<file path="src/sv/hsv2rgb_pkg.sv">
package hsv2rgb_pkg;

  // Hue input
  localparam int HUE_BITS     = 9;
  localparam int SECTOR_DEG   = 60;
  localparam int REM_BITS     = 6;
  // Largest hue / 60 that a 9-bit hue can give, and bits to hold it
  localparam int MAX_HUE_IDX  = ((1 << HUE_BITS) - 1) / SECTOR_DEG;
  localparam int HUE_IDX_BITS = $clog2(MAX_HUE_IDX + 1);

  // Register stages from input transaction to output register
  localparam int PIPE_STAGES  = 7;

  // Lanes of the shared-form divider datapath
  localparam int NUM_LANES = 3;
  localparam int LANE_P    = 0;
  localparam int LANE_Q    = 1;
  localparam int LANE_T    = 2;

  typedef logic [HUE_BITS-1:0]     hue_t;
  typedef logic [REM_BITS-1:0]     rem_t;
  typedef logic [HUE_IDX_BITS-1:0] hue_idx_t;

  // 60-degree sectors of the color wheel
  typedef enum logic [2:0] {
    SEC_RY,   // red to yellow
    SEC_YG,   // yellow to green
    SEC_GC,   // green to cyan
    SEC_CB,   // cyan to blue
    SEC_BM,   // blue to magenta
    SEC_MR    // magenta to red, also every hue of 300 and up
  } sector_t;

endpackage

</file>
<file path="src/sv/hsv2rgb_if.sv">
interface hsv2rgb_in_if #(
  parameter int CHANNEL_BITS = 8
);
  import hsv2rgb_pkg::*;

  logic                    valid;
  logic                    ready;
  hue_t                    hue;
  logic [CHANNEL_BITS-1:0] saturation;
  logic [CHANNEL_BITS-1:0] brightness;

  modport source (output valid, hue, saturation, brightness, input ready);
  modport sink   (input valid, hue, saturation, brightness, output ready);
endinterface

interface hsv2rgb_out_if #(
  parameter int CHANNEL_BITS = 8
);
  logic                    valid;
  logic                    ready;
  logic [CHANNEL_BITS-1:0] red;
  logic [CHANNEL_BITS-1:0] green;
  logic [CHANNEL_BITS-1:0] blue;

  modport source (output valid, red, green, blue, input ready);
  modport sink   (input valid, red, green, blue, output ready);
endinterface

</file>
<file path="src/sv/hsv_to_rgb_converter.sv">
// Channel     Dir   Interface        Payload
// ----------  ----  ---------------  -----------------------------------------
// pixel_in    sink  hsv2rgb_in_if    hue[8:0], saturation, brightness
// pixel_out   src   hsv2rgb_out_if   red, green, blue
//
// One transaction in, one transaction out. Throughput is one pixel per clock
// while pixel_out is not stalled. Each pixel passes through the registered stages
// decode, factors, numerators, reciprocal partial products, quotient estimate,
// back-multiply, and correct/select into the output register.
// rst (synchronous) empties the pipeline; pixel_in.ready is low during reset.
// Each stage holds while it is full and the one after it is stalled, so a stall on
// pixel_out only backs up as far as it must; empty stages still fill.
module hsv_to_rgb_converter #(
  parameter int CHANNEL_BITS = 8
) (
  input logic           clk,
  input logic           rst,
  hsv2rgb_in_if.sink    pixel_in,
  hsv2rgb_out_if.source pixel_out
);
  import hsv2rgb_pkg::*;

  // Datapath widths
  localparam int FW = CHANNEL_BITS + REM_BITS;   // factor, holds 60*M
  localparam int NW = 2 * FW - 2 * REM_BITS + REM_BITS; // numerator, V*60*M
  localparam int RW = CHANNEL_BITS + 2;          // reciprocal
  localparam int HW = NW / 2;                    // split point of numerator
  localparam int PPW = (NW - HW) + RW;           // partial product
  localparam int PW = NW + RW + 1;               // summed product

  // Division by 60*M done as multiply by floor(2^NW / (60*M)); the estimate
  // is low by at most one and gets a single compare-and-add fixup.
  localparam longint unsigned CH_MAX = (64'd1 << CHANNEL_BITS) - 64'd1;
  localparam longint unsigned DIV    = SECTOR_DEG * CH_MAX;
  localparam longint unsigned RECIP  = (64'd1 << NW) / DIV;

  localparam logic [CHANNEL_BITS-1:0] CH_MAX_C = CHANNEL_BITS'(CH_MAX);
  localparam logic [FW-1:0]           DIV_F    = FW'(DIV);
  localparam logic [NW-1:0]           DIV_N    = NW'(DIV);
  localparam logic [RW-1:0]           RECIP_C  = RW'(RECIP);
  localparam logic [REM_BITS-1:0]     DEG_C    = REM_BITS'(SECTOR_DEG);

  // ---------------------------------------------------------------------
  // Flow control: per-stage valid and advance
  // ---------------------------------------------------------------------
  logic [PIPE_STAGES:1] vld;
  logic [PIPE_STAGES:1] adv;
  logic                 in_acc;

  always_comb begin
    adv[PIPE_STAGES] = !vld[PIPE_STAGES] || pixel_out.ready;
    for (int k = PIPE_STAGES - 1; k >= 1; k--) begin
      adv[k] = !vld[k] || adv[k+1];
    end
  end

  assign pixel_in.ready  = adv[1] && !rst;
  assign in_acc          = pixel_in.valid && pixel_in.ready;
  assign pixel_out.valid = vld[PIPE_STAGES];

  always_ff @(posedge clk) begin
    if (rst) begin
      vld <= '0;
    end else begin
      if (adv[1]) begin
        vld[1] <= in_acc;
      end
      for (int k = 2; k <= PIPE_STAGES; k++) begin
        if (adv[k]) begin
          vld[k] <= vld[k-1];
        end
      end
    end
  end

  // ---------------------------------------------------------------------
  // Stage 1: split hue into sector and remainder
  // ---------------------------------------------------------------------
  hue_idx_t hue_idx;
  rem_t     hue_rem;
  sector_t  hue_sector;

  always_comb begin
    hue_idx = '0;
    for (int k = 1; k <= MAX_HUE_IDX; k++) begin
      if (pixel_in.hue >= HUE_BITS'(k * SECTOR_DEG)) begin
        hue_idx = HUE_IDX_BITS'(k);
      end
    end
    hue_rem = REM_BITS'(pixel_in.hue - HUE_BITS'(hue_idx * SECTOR_DEG));
    // Hues of 300 and beyond all fold into the last sector
    if (hue_idx >= HUE_IDX_BITS'(SEC_MR)) begin
      hue_sector = SEC_MR;
    end else begin
      hue_sector = sector_t'(hue_idx[2:0]);
    end
  end

  sector_t                 s1_sector;
  rem_t                    s1_rem;
  logic [CHANNEL_BITS-1:0] s1_sat;
  logic [CHANNEL_BITS-1:0] s1_val;

  always_ff @(posedge clk) begin
    if (adv[1]) begin
      s1_sector <= hue_sector;
      s1_rem    <= hue_rem;
      s1_sat    <= pixel_in.saturation;
      s1_val    <= pixel_in.brightness;
    end
  end

  // ---------------------------------------------------------------------
  // Stage 2: factors over the common divisor 60*M
  //   p: 60*(M-S)   q: 60*M - S*rem   t: 60*M - S*(60-rem)
  // Zero saturation makes every factor 60*M, so grey falls out directly.
  // ---------------------------------------------------------------------
  logic [FW-1:0]           fac [NUM_LANES];
  logic [FW-1:0]           s2_fac [NUM_LANES];
  sector_t                 s2_sector;
  logic [CHANNEL_BITS-1:0] s2_val;

  always_comb begin
    fac[LANE_P] = FW'(CH_MAX_C - s1_sat) * FW'(DEG_C);
    fac[LANE_Q] = DIV_F - FW'(s1_sat) * FW'(s1_rem);
    fac[LANE_T] = DIV_F - FW'(s1_sat) * FW'(DEG_C - s1_rem);
  end

  always_ff @(posedge clk) begin
    if (adv[2]) begin
      s2_fac    <= fac;
      s2_sector <= s1_sector;
      s2_val    <= s1_val;
    end
  end

  // ---------------------------------------------------------------------
  // Stage 3: numerators V * factor
  // ---------------------------------------------------------------------
  logic [NW-1:0]           s3_num [NUM_LANES];
  sector_t                 s3_sector;
  logic [CHANNEL_BITS-1:0] s3_val;

  always_ff @(posedge clk) begin
    if (adv[3]) begin
      for (int k = 0; k < NUM_LANES; k++) begin
        s3_num[k] <= NW'(s2_val) * NW'(s2_fac[k]);
      end
      s3_sector <= s2_sector;
      s3_val    <= s2_val;
    end
  end

  // ---------------------------------------------------------------------
  // Stage 4: numerator * reciprocal, as two half-width partial products
  // ---------------------------------------------------------------------
  logic [PPW-1:0]          s4_pph [NUM_LANES];
  logic [PPW-1:0]          s4_ppl [NUM_LANES];
  logic [NW-1:0]           s4_num [NUM_LANES];
  sector_t                 s4_sector;
  logic [CHANNEL_BITS-1:0] s4_val;

  always_ff @(posedge clk) begin
    if (adv[4]) begin
      for (int k = 0; k < NUM_LANES; k++) begin
        s4_pph[k] <= PPW'(s3_num[k][NW-1:HW]) * PPW'(RECIP_C);
        s4_ppl[k] <= PPW'(s3_num[k][HW-1:0]) * PPW'(RECIP_C);
      end
      s4_num    <= s3_num;
      s4_sector <= s3_sector;
      s4_val    <= s3_val;
    end
  end

  // ---------------------------------------------------------------------
  // Stage 5: sum partial products, take quotient estimate
  // ---------------------------------------------------------------------
  logic [PW-1:0]           prod [NUM_LANES];
  logic [CHANNEL_BITS-1:0] s5_qe [NUM_LANES];
  logic [NW-1:0]           s5_num [NUM_LANES];
  sector_t                 s5_sector;
  logic [CHANNEL_BITS-1:0] s5_val;

  always_comb begin
    for (int k = 0; k < NUM_LANES; k++) begin
      prod[k] = PW'({s4_pph[k], {HW{1'b0}}}) + PW'(s4_ppl[k]);
    end
  end

  always_ff @(posedge clk) begin
    if (adv[5]) begin
      for (int k = 0; k < NUM_LANES; k++) begin
        s5_qe[k] <= prod[k][NW +: CHANNEL_BITS];
      end
      s5_num    <= s4_num;
      s5_sector <= s4_sector;
      s5_val    <= s4_val;
    end
  end

  // ---------------------------------------------------------------------
  // Stage 6: multiply estimate back by the divisor
  // ---------------------------------------------------------------------
  logic [NW-1:0]           s6_qd [NUM_LANES];
  logic [CHANNEL_BITS-1:0] s6_qe [NUM_LANES];
  logic [NW-1:0]           s6_num [NUM_LANES];
  sector_t                 s6_sector;
  logic [CHANNEL_BITS-1:0] s6_val;

  always_ff @(posedge clk) begin
    if (adv[6]) begin
      for (int k = 0; k < NUM_LANES; k++) begin
        s6_qd[k] <= NW'(s5_qe[k]) * DIV_N;
      end
      s6_qe     <= s5_qe;
      s6_num    <= s5_num;
      s6_sector <= s5_sector;
      s6_val    <= s5_val;
    end
  end

  // ---------------------------------------------------------------------
  // Stage 7: fix the estimate, route lanes to channels by sector
  // ---------------------------------------------------------------------
  logic [NW-1:0]           resid [NUM_LANES];
  logic [CHANNEL_BITS-1:0] lane [NUM_LANES];
  logic [CHANNEL_BITS-1:0] red_next;
  logic [CHANNEL_BITS-1:0] green_next;
  logic [CHANNEL_BITS-1:0] blue_next;
  logic [CHANNEL_BITS-1:0] red;
  logic [CHANNEL_BITS-1:0] green;
  logic [CHANNEL_BITS-1:0] blue;

  always_comb begin
    for (int k = 0; k < NUM_LANES; k++) begin
      resid[k] = s6_num[k] - s6_qd[k];
      lane[k]  = s6_qe[k] + CHANNEL_BITS'(resid[k] >= DIV_N);
    end
    unique case (s6_sector)
      SEC_RY: begin
        red_next = s6_val;       green_next = lane[LANE_T]; blue_next = lane[LANE_P];
      end
      SEC_YG: begin
        red_next = lane[LANE_Q]; green_next = s6_val;       blue_next = lane[LANE_P];
      end
      SEC_GC: begin
        red_next = lane[LANE_P]; green_next = s6_val;       blue_next = lane[LANE_T];
      end
      SEC_CB: begin
        red_next = lane[LANE_P]; green_next = lane[LANE_Q]; blue_next = s6_val;
      end
      SEC_BM: begin
        red_next = lane[LANE_T]; green_next = lane[LANE_P]; blue_next = s6_val;
      end
      SEC_MR: begin
        red_next = s6_val;       green_next = lane[LANE_P]; blue_next = lane[LANE_Q];
      end
      default: begin
        red_next = s6_val;       green_next = lane[LANE_P]; blue_next = lane[LANE_Q];
      end
    endcase
  end

  always_ff @(posedge clk) begin
    if (adv[PIPE_STAGES]) begin
      red   <= red_next;
      green <= green_next;
      blue  <= blue_next;
    end
  end

  assign pixel_out.red   = red;
  assign pixel_out.green = green;
  assign pixel_out.blue  = blue;

endmodule

</file>
<file path="src/flat_wrapper.sv">
// flat-port wrapper written by rule: the top's interface ports become plain ports
module hsv_to_rgb_converter_flat import hsv2rgb_pkg::*;
#(
  parameter int CHANNEL_BITS = 8
)
  (clk, rst, pixel_in_valid, pixel_in_hue, pixel_in_saturation, pixel_in_brightness, pixel_in_ready, pixel_out_valid, pixel_out_red, pixel_out_green, pixel_out_blue, pixel_out_ready);
  hsv2rgb_in_if #(.CHANNEL_BITS(CHANNEL_BITS)) pixel_in_i ();
  hsv2rgb_out_if #(.CHANNEL_BITS(CHANNEL_BITS)) pixel_out_i ();
  input logic clk;
  input logic rst;
  input wire logic [$bits(pixel_in_i.valid)-1:0] pixel_in_valid;
  input wire logic [$bits(pixel_in_i.hue)-1:0] pixel_in_hue;
  input wire logic [$bits(pixel_in_i.saturation)-1:0] pixel_in_saturation;
  input wire logic [$bits(pixel_in_i.brightness)-1:0] pixel_in_brightness;
  output wire logic [$bits(pixel_in_i.ready)-1:0] pixel_in_ready;
  output wire logic [$bits(pixel_out_i.valid)-1:0] pixel_out_valid;
  output wire logic [$bits(pixel_out_i.red)-1:0] pixel_out_red;
  output wire logic [$bits(pixel_out_i.green)-1:0] pixel_out_green;
  output wire logic [$bits(pixel_out_i.blue)-1:0] pixel_out_blue;
  input wire logic [$bits(pixel_out_i.ready)-1:0] pixel_out_ready;
  assign pixel_in_i.valid = pixel_in_valid;
  assign pixel_in_i.hue = pixel_in_hue;
  assign pixel_in_i.saturation = pixel_in_saturation;
  assign pixel_in_i.brightness = pixel_in_brightness;
  assign pixel_in_ready = pixel_in_i.ready;
  assign pixel_out_valid = pixel_out_i.valid;
  assign pixel_out_red = pixel_out_i.red;
  assign pixel_out_green = pixel_out_i.green;
  assign pixel_out_blue = pixel_out_i.blue;
  assign pixel_out_i.ready = pixel_out_ready;
  hsv_to_rgb_converter #(.CHANNEL_BITS(CHANNEL_BITS)) u_core (.clk(clk), .rst(rst), .pixel_in(pixel_in_i), .pixel_out(pixel_out_i));
endmodule
</file>
<file path="config.mk">
export PLATFORM = sky130hd
export DESIGN_NAME = hsv_to_rgb_converter_flat
export DESIGN_NICKNAME = d
export VERILOG_FILES = /design/src/sv/hsv2rgb_pkg.sv /design/src/sv/hsv2rgb_if.sv /design/src/sv/hsv_to_rgb_converter.sv /design/src/flat_wrapper.sv
export SDC_FILE = /design/constraint.sdc
export NUM_CORES = 2
export LEC_CHECK = 0
export BUFFER_PORTS_ARGS = -buffer_cell sky130_fd_sc_hd__buf_4
export CAP_MARGIN = 20
export CORE_MARGIN = 3
export CORE_UTILIZATION = 50
export DETAILED_ROUTE_END_ITERATION = 8
export PLACE_DENSITY_LB_ADDON = 0.3
export SLEW_MARGIN = 20
export SYNTH_ARGS = -nofsm -noshare
export SYNTH_HDL_FRONTEND = slang
export SYNTH_SLANG_ARGS = --single-unit
</file>
<file path="constraint.sdc">
create_clock -name clk -period 8.1 [get_ports clk]
set_clock_uncertainty 0.05 [all_clocks]
set_input_delay 1.215 -clock clk [delete_from_list [all_inputs] [get_ports clk]]
set_output_delay 1.215 -clock clk [all_outputs]
set_load 0.05 [all_outputs]
</file>
==> impl_metrics.yaml <==
critical_path:
  crit_type: "flip-flop to flip-flop"
  worstPathRequired_ps: 8410
  worstPathArrival_ps: 6130
  crit_path_end_kind: "flip-flop"
  critPathLaunch: "u_core.s2_val[7]"
  rr_startpoint: "u_core.s2_val[7]"
  critPathMaxFanout: 22
  crit_path_start_kind: "flip-flop"
sta:
  max_slew_margin: 0.297
  hold_violations: 0
  setup_tns_ps: 0
  min_period_over_period: 0.719
  rsz0062_at_grt: "no"
  setup_viol: 0
  tightest_slew_ps: 1050
  slew_viol_final: 0
  min_period_ps: 5820
  clock.fmax_mhz: 172
clock_tree:
  cts_resized: 0
  cts_buffers: 60
  clk_latency_ps: 660
  root_buffer: "clkbuf_16"
  cts_sinks: 558
  tritoncts: "yes"
  cts.htree.levels: 2
  clkTransAtPathRegs_ps: 60
  postCtsHoldBufs: 0
  cts_buffer_depth: 3
  post_cts_buffers: 0
die:
  initial_utilization: 0.506
  die_x_um: 311
  die_area_mm2: 0.0965
  die_y_um: 311
  rows: 111
  ioPinCount: 55
  core_mm2: 0.0918
layout:
  nets: 5323
  multi_input_area_mm2: 0.0267
  syn_to_final_growth_pct: 8.24
  drive_above_1_share: 0.0479
  n_fill_cell: 7886
  design_area_mm2: 0.0502
  finalNonFillerCells: 5543
  ff_latch_area_mm2: 0.0167
routing:
  top_layer: "met4"
  firstDrtPassIters: 5
  avgRoutedWirePerCell_um: 15.0
  viasPerCell: 5.16
  wl_met1_um: 40200
  dr_total_vias: 28595
  route.met2.wl_um: 38300
  wl_um: 83300
  drtAntennaViolNets: 0
  route.met3.wl_um: 3250
  drcViolationCount: 0
  drtIter0Drc: 1420
synth:
  synth_area_leader_cell: "edfxtp_1"
  ys_types: 78
  syn-num-nets: 5262
  synth.most_common_cell: "inv_1"
  synth_top_area_share: 0.356
  synth.ff_latch_count: 558
  avgSynthCellArea_um2: 11.1
  ys_async_sr_fraction: 0
  synth_commonest_cells: "inv_1, ha_1, edfxtp_1"
  yosysSeqAreaShare: 0.359
  synth_ff_type: "edfxtp_1"
  synth_area_mm2: 0.0464
  synth.top_cells.by_area: "edfxtp_1, ha_1, fa_1"
  synth_edf_count: 551
  netlist_instances: 4191
  ys_warn_count: 0
global_route:
  antenna_found_initial: 1
  grt_max_degree: 75
  grt_pass1_wl_um: 142000
  grt_overflow: 0
  grt_util_all_layers: 0.176
  grt_pass1_vias: 28714
place:
  io_buffers: 54
  dp.cells: 5433
  gp_congestion: 0.855
  placed_area_mm2: 0.0483
  dpl.hpwl_um: 64100
run_status:
  status: "complete, no violations"
run:
  maxCapViolCount: 0
worst_hold_path:
  hold_path.class: "flip-flop to flip-flop"
  hold_start: "u_core.s5_num[57]"
cells in the final DEF (no fill, tap or decap), drive strengths merged, types with 63 or more instances in the layout:
cell type | Yosys | layout
a21oi | 152 | 152
clkbuf | 68 | 71
inv | 744 | 747
edfxtp | 551 | 551
o21ai | 96 | 96
xor2 | 63 | 63
and2 | 223 | 223
ha | 653 | 653
xnor2 | 175 | 175
fa | 389 | 389
nor2 | 167 | 167
nand2 | 316 | 316
nand3 | 73 | 73
buf | 3 | 70
path summary, 6_finish.rpt:
check,cells after the start,slack [ps],endpoint
worst max register to register,16,2280,u_core.s3_num[65]
worst max-delay path,16,2280,u_core.s3_num[65]
worst min-delay path,0,350,u_core.s6_num[57]
worst min register to register,0,350,u_core.s6_num[57]
state kept, by name (all words and copies together), names as in the netlist, 24 cells and up:
register,count
u_core.s2_fac,39
u_core.s3_num,63
u_core.s4_num,60
u_core.s4_pph,45
u_core.s4_ppl,24
u_core.s5_num,60
u_core.s5_qe,24
u_core.s6_num,60
u_core.s6_qd,48
u_core.s6_qe,24
per-layer routing:
layer  GRT usage  vias up
met5           0        -
met4      0.0400        0
met3      0.0227       94
met2       0.286      450
met1       0.254    13837
li1            -    14214
logic make-up (layout without fill, tap and decap cells):
kind of cell / count (synthesis) / after routing / share of synthesized area
xor+xnor: 238 / 238 / 0.0449
other cells: 0 / 1 / 0
buf+inv: 818 / 926 / 0.0662
compound gates: 523 / 523 / 0.0759
simple gates: 993 / 993 / 0.106
flops: 558 / 558 / 0.359
fa+ha+maj: 1043 / 1043 / 0.344
mux: 18 / 18 / 0.00394
critical path, cell delays in order (launching register included):
cell and delay (ps):
edfxtp_1 850, buf_4 390, nand2_1 120, fa_1 550
inv_1 50, fa_1 510, fa_1 520, fa_1 490
ha_1 340, or2_1 240, a21oi_1 190, a211oi_1 110
o31ai_2 380, nor2_1 110, or3_1 360, a21oi_1 180
xnor2_1 80
through the flow:
stage          hold WS, ps  worst slack (ps)   util
2_1_floorplan          350              2710      -
3_3_place_gp           351              2390  0.526
3_5_place_dp           355              2330  0.526
4_1_cts                342              2210  0.547
5_1_grt                366              1960  0.547
6_report               347              2280  0.547
final cells by class:
class,instances,share of cell area
Antenna cell,1,0.0000498
Clock buffer,71,0.0307
Clock inverter,38,0.00874
Inverter,747,0.0560
Multi-Input combinational cell,2815,0.531
Sequential cell,558,0.332
Tap cell,1243,0.0310
Timing Repair Buffer,70,0.0105
Power is not shown: default switching activity piles up to over one toggle a cycle in this logic, so the estimate is an artifact.
